$ cat config.mk
export PLATFORM = sky130hd
export DESIGN_NAME = nmwx_gen
export DESIGN_NICKNAME = d
export VERILOG_FILES = /design/src/hdl/nmwx_pkg.sv /design/src/hdl/nmwx_gen.sv
export SDC_FILE = /design/constraint.sdc
export NUM_CORES = 1
export LEC_CHECK = 0
export BUFFER_PORTS_ARGS = -buffer_cell sky130_fd_sc_hd__buf_2
export CAP_MARGIN = 20
export CORE_AREA = 3 3 141 143
export DETAILED_ROUTE_END_ITERATION = 8
export DIE_AREA = 0 0 144 146
export MAX_ROUTING_LAYER = met4
export PLACE_DENSITY = 0.69
export SETUP_SLACK_MARGIN = 0.02
export SLEW_MARGIN = 25
export SYNTH_ARGS = -nofsm -noshare
export SYNTH_HDL_FRONTEND = slang
export SYNTH_SLANG_ARGS = --single-unit
$ cat constraint.sdc
create_clock -name clk -period 7 [get_ports clk]
set_clock_uncertainty 0.15 [all_clocks]
set_input_delay 1.05 -clock clk [delete_from_list [all_inputs] [get_ports clk]]
set_output_delay 1.05 -clock clk [all_outputs]
set_load 0.03 [all_outputs]
$ cat src/hdl/nmwx_pkg.sv
// shared types and constants for the nand metadata whitening removal block
// no dependencies; imported by the generator, the lanes and the top level
`timescale 1ns / 1ps
`default_nettype none

package nmwx_pkg;

  localparam int WORD_W     = 32;
  localparam int META_WORDS = 3;

  // linear congruential generator: value = value * GEN_MUL + GEN_INC (mod 2^32)
  localparam logic [WORD_W-1:0] GEN_SEED = 32'h50F4546A;
  localparam logic [WORD_W-1:0] GEN_MUL  = 32'h0019660D;
  localparam logic [WORD_W-1:0] GEN_INC  = 32'h3C6EF35F;

  // per-stage load enables of the lane pipeline
  typedef struct packed {
    logic en1;
    logic en2;
    logic en3;
    logic en4;
  } pipe_ctl_t;

  // key table write from the generator
  typedef struct packed {
    logic              en;
    logic [WORD_W-1:0] data;
  } tbl_wr_t;

endpackage

`default_nettype wire

$ cat src/hdl/nmwx_gen.sv
// key table fill generator: steps the lcg once per cycle and writes an entry
// at the end of each run of steps; depends on nmwx_pkg
`timescale 1ns / 1ps
`default_nettype none

module nmwx_gen #(
  parameter int TABLE_ENTRIES   = 256,
  parameter int STEPS_PER_ENTRY = 763
) (
  input  wire logic                              clk,
  input  wire logic                              rst_n,
  output nmwx_pkg::tbl_wr_t                      wr,
  output logic [$clog2(TABLE_ENTRIES)-1:0]       wr_addr,
  output logic                                   done
);
  import nmwx_pkg::*;

  localparam int IDX_W  = $clog2(TABLE_ENTRIES);
  localparam int ENT_W  = $clog2(TABLE_ENTRIES + 1);
  localparam int STEP_W = (STEPS_PER_ENTRY > 1) ? $clog2(STEPS_PER_ENTRY) : 1;
  localparam logic [STEP_W-1:0] LAST_STEP = STEP_W'(STEPS_PER_ENTRY - 1);
  localparam logic [ENT_W-1:0]  ALL_ENT   = ENT_W'(TABLE_ENTRIES);

  logic [WORD_W-1:0] value_r, value_nxt;
  logic [STEP_W-1:0] step_r, step_nxt;
  logic [ENT_W-1:0]  entry_r, entry_nxt;
  logic [WORD_W-1:0] lcg_val;
  logic              last_step;

  assign lcg_val   = value_r * GEN_MUL + GEN_INC;
  assign done      = (entry_r == ALL_ENT);
  assign last_step = (step_r == LAST_STEP);

  always_comb begin
    value_nxt = value_r;
    step_nxt  = step_r;
    entry_nxt = entry_r;
    if (!done) begin
      value_nxt = lcg_val;
      if (last_step) begin
        step_nxt  = '0;
        entry_nxt = entry_r + ENT_W'(1);
      end else begin
        step_nxt = step_r + STEP_W'(1);
      end
    end
  end

  assign wr.en   = !done && last_step;
  assign wr.data = lcg_val;
  assign wr_addr = entry_r[IDX_W-1:0];

  always_ff @(posedge clk) begin
    if (!rst_n) begin
      value_r <= GEN_SEED;
      step_r  <= '0;
      entry_r <= '0;
    end else begin
      value_r <= value_nxt;
      step_r  <= step_nxt;
      entry_r <= entry_nxt;
    end
  end

endmodule

`default_nettype wire

==> flow_results.org, run 1 <==
** Status
- The run finished, with violations left.
- The checks that failed: setup timing.

** CTS
- Worst-case clock buffer depth :: 2
- The tree is rooted in a clkbuf_16.
- Clock transition at path regs :: 0.09 ns
- Clock tree from TritonCTS :: built
- Number of buffers inserted during clock tree synthesis :: 5
- Worst skew pair latency :: 0.32 ns
- CTS built an H-tree with a depth of 2.
- After clock tree synthesis, the flow added hold-fix buffers numbering 0.
- Number of clock sinks :: 51

** STA
- The hold violation count in the final report was 0.
- Setup violations remaining at the end of the flow were counted as 7.
- Across all setup checks in the final design, the least slack found is -0.179 ns.
- Dividing the final minimum period by the clock period gives 103%.
- Max-slew violations :: 0
- After layout, the minimum clock period comes to 7.18 ns.
- Slew Limit Headroom :: 37.2%
- Setup repair after global routing could not meet its margin everywhere.
- Timing would allow up to between 0.1 and 0.15 GHz.
- At the pin with the least slew margin, the transition time is 0.941 ns.

** Critical path
- Startpoint type of the worst setup path :: flip-flop
- Slowest cell on the critical path :: fa_1
- The most numerous cell type found on the critical path is fa_1.
- Worst Path Max Fanout :: 4
- Data arrives at the worst endpoint at 5.98 ns.
- Worst Path Required :: 5.80 ns
- Walking the worst path, the cells encountered are ha_4 -> fa_1 -> inv_1 -> fa_1 -> fa_1 -> inv_1 -> fa_1 -> fa_1 -> fa_1 -> ha_1 -> or3_4 -> a211oi_2 -> a21oi_2 -> a22o_1 -> or3_4 -> nand2_4 -> xnor2_4 -> buf_6.
- The worst setup path is captured at an output pin.
- For this run, the slowest stage of the critical path takes 0.53 ns.
- Top Family by Delay on Critical Path :: adder cells
- Counting both buffers and inverters, the worst setup path holds a total of 3.
- Setup CP Type :: reg2out

** Yosys
- Yosys printed 0 warnings.
- Mux cell area share after synthesis :: 0.351%
- Sequential elements use 11.0% of the synthesized area.
- Post-synthesis xor/xnor area fraction :: under 10%
- Summing the areas of all and, or, nand and nor instances in the mapped netlist gives under 10% of the synthesized area.
- Avg Cell Area, Syn :: 9.12 um^2
- Adder and majority gate portion of the synthesized area :: 51.7%
- Main synth FF type :: dfxtp_1
- The synthesized netlist contains 60 unique library cells.
- In this run, synthesis inferred 0 flip-flops with an integrated enable.
- When the netlist entered floorplanning its net count stood at 1319.
- Synthesis produced a netlist whose cell count is 1016.
- Compound-Gate Fraction of Synth Area :: 8.21%
- Counting flops with an async set or reset pin after synthesis yields a share of 0%.
- By area, the combinational part of the netlist is dominated by adder cells.
- Combined area of all synthesized cells :: between 9000 and 10000 um^2
- Yosys reg bits :: 51

** Finish
- In the final design database the tool counted 1463 nets.
- Summing all multi-input logic gate instances after layout gives 7840 um^2.
- Share of cells above drive strength 1 :: a little over a quarter
- The area growth from synthesis to layout is 25.3%.
- Once layout is complete, the utilization of the core stands at approximately 62%.
- FF+latch area :: 1040 um^2
- The top cell types in the final layout, fill and taps aside, are inv_1 (241), fa_1 (131), ha_1 (125).
- The library cell used most frequently in the layout, excluding fill and tap cells, is inv_1.
- Fillers :: 1461

** Routing
- For this block, the routed nets add up to 25.3 mm of wire.
- Number of design rule violations left after detail routing :: 0
- Count of vias placed by the detailed router :: 7326
- Number of vias per cell :: 5.25
- The first routing iteration left 395 violations.
- In the final routed layout, each cell accounts on average for 18.1 um.
- The pre-antenna-repair detailed-routing pass consisted of 5 iterations.
- Number of nets still failing antenna checks after routing :: 0

** GRT
- The initial antenna violation count came to 1.
- Overall routing resource usage :: between 20% and 30%
- Gr ovfl total :: 0
- Pin count of the biggest net entering global routing :: 45
- The first global-routing pass estimated about 40 mm of wire.
- Via count of the first global-routing pass :: 7736

** Job
- Max-Cap Viols :: 0

** Die
- After floorplanning, the core was sized to cover around 19000 um^2.
- Initial standard-cell utilization of the core :: 49.6%
- The die is 146 um tall.
- Die Footprint :: 21000 um^2
- Horizontal die dimension :: 144 um
- 44 I/O pins were placed.
- Rows :: 50

** Placed design
- Placed wire-length estimate :: 19.5 mm
- GP Congestion :: just over 0.9
- I/O Buffers :: 43

** Hold path
- The tightest min-delay check is of the reg2reg type.
-- final timing paths --
path | startpoint | to | slack [ns] | cells past startpoint
setup reg to reg | value_r[2]$_SDFFE_PN0N_ | value_r[28]$_SDFFE_PN1N_ | 0.95 | 25
hold / removal | value_r[15]$_SDFFE_PN0N_ | value_r[15]$_SDFFE_PN0N_ | 0.33 | 2
hold reg to reg | value_r[15]$_SDFFE_PN0N_ | value_r[15]$_SDFFE_PN0N_ | 0.33 | 2
setup / recovery | value_r[4]$_SDFFE_PN0N_ | wr[31] | -0.18 | 18
-- synthesized netlist by cell type (all sizes together), types with 2 or more instances --
| library cell | count | area (um^2) |
|---|---|---|
| o211ai | 12 | 90.1 |
| o31a | 3 | 26.3 |
| xor2 | 17 | 149 |
| buf | 10 | 83.8 |
| inv | 275 | 1030 |
| nand2b | 9 | 56.3 |
| and2 | 10 | 62.6 |
| o21ai | 17 | 85.1 |
| nand4 | 8 | 50.1 |
| a31oi | 2 | 12.5 |
| nor2b | 5 | 31.3 |
| ha | 164 | 2050 |
| a311oi | 3 | 32.5 |
| or3 | 11 | 68.8 |
| o211a | 3 | 30.0 |
| and3 | 6 | 40.0 |
| o21bai | 3 | 22.5 |
| o31ai | 3 | 27.5 |
| nand3 | 16 | 85.1 |
| a211oi | 5 | 37.5 |
| clkbuf | 14 | 96.3 |
| mux2 | 2 | 22.5 |
| dfxtp | 51 | 1020 |
| nand2 | 60 | 228 |
| o22ai | 2 | 12.5 |
| o21a | 6 | 45.0 |
| xnor2 | 44 | 385 |
| a21oi | 33 | 165 |
| nor2 | 45 | 169 |
| or2 | 5 | 31.3 |
| a21boi | 2 | 15.0 |
| a21o | 10 | 75.1 |
| nor4b | 2 | 17.5 |
| nor3 | 10 | 66.3 |
| fa | 137 | 2740 |
-- area by class of cell --
class,count,share of cell area (%)
antenna,1,0.0215
clock buffer,6,1.29
clock inverter,2,0.355
inverter,275,8.98
multi-input combinational,666,67.5
sequential,51,8.95
tap,234,2.52
timing repair buffer,161,10.4
-- logic make-up (layout without fill, tap and decap cells) --
kind of cell / after synthesis / in the layout
muxes: 3 / 3
and+or+nand+nor: 188 / 188
xor gates and xnor gates: 61 / 61
AOI/OAI and AO/OA: 113 / 113
adders and majority gates: 301 / 301
other: 0 / 1
buffers and inverters: 299 / 444
DFF: 51 / 51
-- metrics by stage --
stage	instances	setup slack, ns	hold WS (ns)	cell area (um^2)	setup TNS, ns
CTS	1386	-0.183	0.338	11200	-0.716
global placement	1361	-0.138	0.321	10300	-0.387
finish	1396	-0.179	0.329	11600	-0.694
floorplan	1016	0.0179	0.301	9330	0
global route	1396	-0.364	0.347	11600	-2.13
detailed placement	1361	-0.192	0.325	10300	-0.433
-- state kept, by name (all words and copies together), names as in the netlist --
register	flops
entry_r	9
value_r	32
step_r	10
-- per-layer routing --
layer | part of all wire (%) | track usage [%] | vias to the layer above | wire [um]
met4 | 3.9 | 7.44 | 0 | 987
met1 | 42 | 33.0 | 3632 | 10700
met3 | 4.4 | 3.38 | 60 | 1120
li1 | - | - | 3434 | -
met5 | 0 | - | - | 0
met2 | 49 | 39.9 | 200 | 12500
-- worst reg2reg max path, delay by kind of cell (launching register included) --
family	cells	cell delay, ns
adder cells (fa/ha/maj)	8	3.48
AO/OA/AOI/OAI	5	0.81
buffers and inverters	9	0.77
flip-flops	1	0.36
AND/OR/NAND/NOR	2	0.18
XOR/XNOR	1	0.18
-- what timing repair did --
action                                  in CTS  in global routing
pin swaps                                   68                 58
resized for setup                          116                 72
buffers inserted                            17                 12
endpoints found under the setup margin      14                 14
Power of run 1 is not shown: default switching activity piles up to over one toggle a cycle in this logic, so the estimate is an artifact.
==> inputs of run 2 (changes only) <==
BUFFER_PORTS_ARGS = default   (was -buffer_cell sky130_fd_sc_hd__buf_2)
DONT_BUFFER_PORTS = 1   (was default)
GPL_TIMING_DRIVEN = 0   (was default)
PLACE_DENSITY = 0.66   (was 0.69)
==> flow_results.org, run 2 (synthesized netlist as in run 1, its figures left out) <==
** Status
- Result of the run :: complete, but fails checks
- The final reports fail on setup timing.

** Finish
- Max reg flops :: 32 (unchanged)
- Share of cells above drive strength 1 :: 20.6% (-6.7 points)
- Antenna fix cells :: 0 (-1)
- Register bank with the most flops :: value_r
- The number of nets in the finished design is 1382 (-5.5%).
- Registers with the most flip-flops :: value_r x32, step_r x10, entry_r x9
- Signed area change from the synthesized netlist to the final layout :: 20.0%
- Commonest non-fill, non-tap cell in the layout :: inv_1
- Leaving out fill and tap cells, the most frequent cells in the layout are inv_1 (247), fa_1 (132), ha_1 (131).

** Routing
- Number of nets still failing antenna checks after routing :: 0 (unchanged)
- Number of design rule violations left after detail routing :: 0 (unchanged)
- The average wire per cell in the routed design was 19.3 um (+6.7%).
- Total iterations of the first detailed-routing run :: 5 (unchanged)
- The via count normalized by instance count is 5.28 (+0.58%).
- Count of vias placed by the detailed router :: 6936 (-5.3%)
- Routed Wire Length :: 25.4 mm (+0.47%)
- The number of DRC markers after the initial detailed-route iteration is 465 (+18%).

** Die
- The starting utilization of the core area was 49.6% (unchanged).
- I/O pin total :: 44 (unchanged)
- The height of the chip came to 146 um (unchanged).
- The width of the chip is 144 um (unchanged).
- Rows :: 50 (unchanged)
- The core box area came to 18700 um^2 (unchanged).
- The die footprint was 21000 um^2 (unchanged).

** Job
- Max-Cap Viols :: 0 (unchanged)

** GRT
- The leftover overflow at the end of global routing is 0 (unchanged).
- The global-route wire length before repair came to 39.5 mm (-1.5%).
- Via count of the first global-routing pass :: 7239 (-6.4%)
- Overall routing resource usage :: 25.0% (+0.079 points)
- The initial antenna violation count is 0 (-1).
- Pin count of the biggest net entering global routing :: 19 (-58%)

** CTS
- Number of clock sinks :: 51 (unchanged)
- Clock Tree Root :: clkbuf_16
- The maximum number of buffers from clock root to sink is 2 (unchanged).
- The clock latency on the worst-skew pair came to 0.31 ns (about the same).
- The number of H-tree branching levels was 2 (unchanged).
- Number of buffers inserted during clock tree synthesis :: 5 (unchanged)
- Clock transition at path regs :: 0.08 ns (about the same)
- Clock tree from TritonCTS :: built

** STA
- The post-route minimum period is 7.33 ns (+0.154 ns).
- The timing-limited maximum frequency was 0.136 GHz (-2.1%).
- Hold violation total from the final report :: 0 (unchanged)
- The final number of setup-violating endpoints is 9 (+2).
- The worst setup slack after layout was -0.333 ns (-0.154 ns).
- The transition time at the pin with the least slew margin was 0.928 ns (-0.0131 ns).
- Slew Limit Headroom :: 37.8% (+0.61 points)
- The number of slew-limit violations in the final report was 0 (unchanged).
- The summed negative setup slack over all endpoints came to -1.85 ns (-1.15 ns).
- Setup repair after global routing could not meet its margin everywhere.
- Final period util :: 105% (+2.2 points)

** Hold path
- The startpoint identified for the worst hold timing path is entry_r[8]$_SDFFE_PN0P_.
- Worst min-delay path endpoint :: entry_r[8]$_SDFFE_PN0P_
- The tightest min-delay check is of the reg2reg type.
- Instance count along the most critical hold path :: 2 (unchanged)

** Placed design
- The count of buffers from port buffering was 0 (-100%).
- The final weighted congestion in routability-driven placement was 0.914 (+0.66%).
- Placed wire-length estimate :: 19.3 mm (-1.2%)

** Critical path
- The critical path is of the reg2out type.
- The worst setup path is launched from a flip-flop.
- The worst path arrival time was 6.13 ns (+0.15 ns).
- Capture instance of the worst register-to-register path :: value_r[29]$_SDFFE_PN0N_
- Capturing element type of the critical path :: output pin
- Register-to-register setup slack :: 0.85 ns (-0.10 ns)
- The required time of the critical path was 5.80 ns (about the same).
- Worst r2r path cells :: 21 (-16%)
- The critical-path maximum fanout was 4 (unchanged).
- The worst register-to-register path begins at value_r[1]$_SDFFE_PN1N_.
run 2: cell types whose count changed in the layout (fill, tap and decap cells not counted), sizes merged:
cell	before	now
clkbuf	6	19
bufinv	1	0
diode	1	0
buf	161	66
clkinvlp	1	3
run 2: repair_timing:
item | in CTS | in global routing
buffers inserted | 38 | 22
hold buffers | 0 | 0
pin swaps | 64 | 70
endpoints found under the setup margin | 16 | 16
resized for setup | 121 | 73
run 2: layout make-up:
class,count,area (um^2)
flip-flops and latches,51,1060
multi-input cells,666,7930
inverters,275,1050
clock inverters,3,25.0
clock buffers,5,125
repair buffers,57,469
well taps,234,293
plain buffers,23,161
fillers,1576,7580
run 2: critical path, stage by stage (launching register included):
cell and delay, ns:
dfxtp_4 0.37, buf_4 0.15, ha_4 0.26, fa_1 0.50, fa_1 0.55, inv_1 0.06
fa_1 0.46, fa_1 0.50, inv_1 0.05, fa_1 0.48, inv_1 0.05, fa_1 0.48
inv_1 0.05, ha_1 0.41, o21ai_1 0.13, nand2b_1 0.17, a311oi_4 0.40, o31ai_2 0.13
mux2_4 0.31, o211ai_1 0.31
run 2: metrics by stage:
stage / std cells / setup WS, ns / hold WS, ns / utilization (%) / cell area (um^2)
2_1_floorplan: 1016 / 0.0179 / 0.301 / - / 9330
3_3_place_gp: 1250 / -0.675 / 0.320 / 51.4 / 9620
5_1_grt: 1314 / -0.471 / 0.370 / 59.5 / 11100
6_report: 1314 / -0.333 / 0.336 / 59.5 / 11100
3_5_place_dp: 1250 / -0.697 / 0.327 / 51.4 / 9620
4_1_cts: 1295 / -0.371 / 0.338 / 56.9 / 10600
run 2: routing by layer:
layer	track usage (%)	share of wire, %	up-vias
met5	-	0	-
met4	6.45	2.7	0
met3	4.93	5.1	46
met2	39.0	49	168
met1	33.5	43	3451
li1	-	-	3271
run 2: how the worst max path moves through the flow:
stage	endpoint	from	slack, ns
5_1_grt	wr[30]	value_r[0]$_SDFFE_PN0N_	-0.47
4_1_cts	wr[30]	value_r[2]$_SDFFE_PN0N_	-0.37
6_report	wr[30]	value_r[5]$_SDFFE_PN1N_	-0.33
3_5_place_dp	wr[31]	value_r[8]$_SDFFE_PN0N_	-0.70
2_1_floorplan	wr[29]	value_r[2]$_SDFFE_PN0N_	0.02
3_3_place_gp	wr[29]	value_r[8]$_SDFFE_PN0N_	-0.68
Power of run 2 is left out for the same reason.
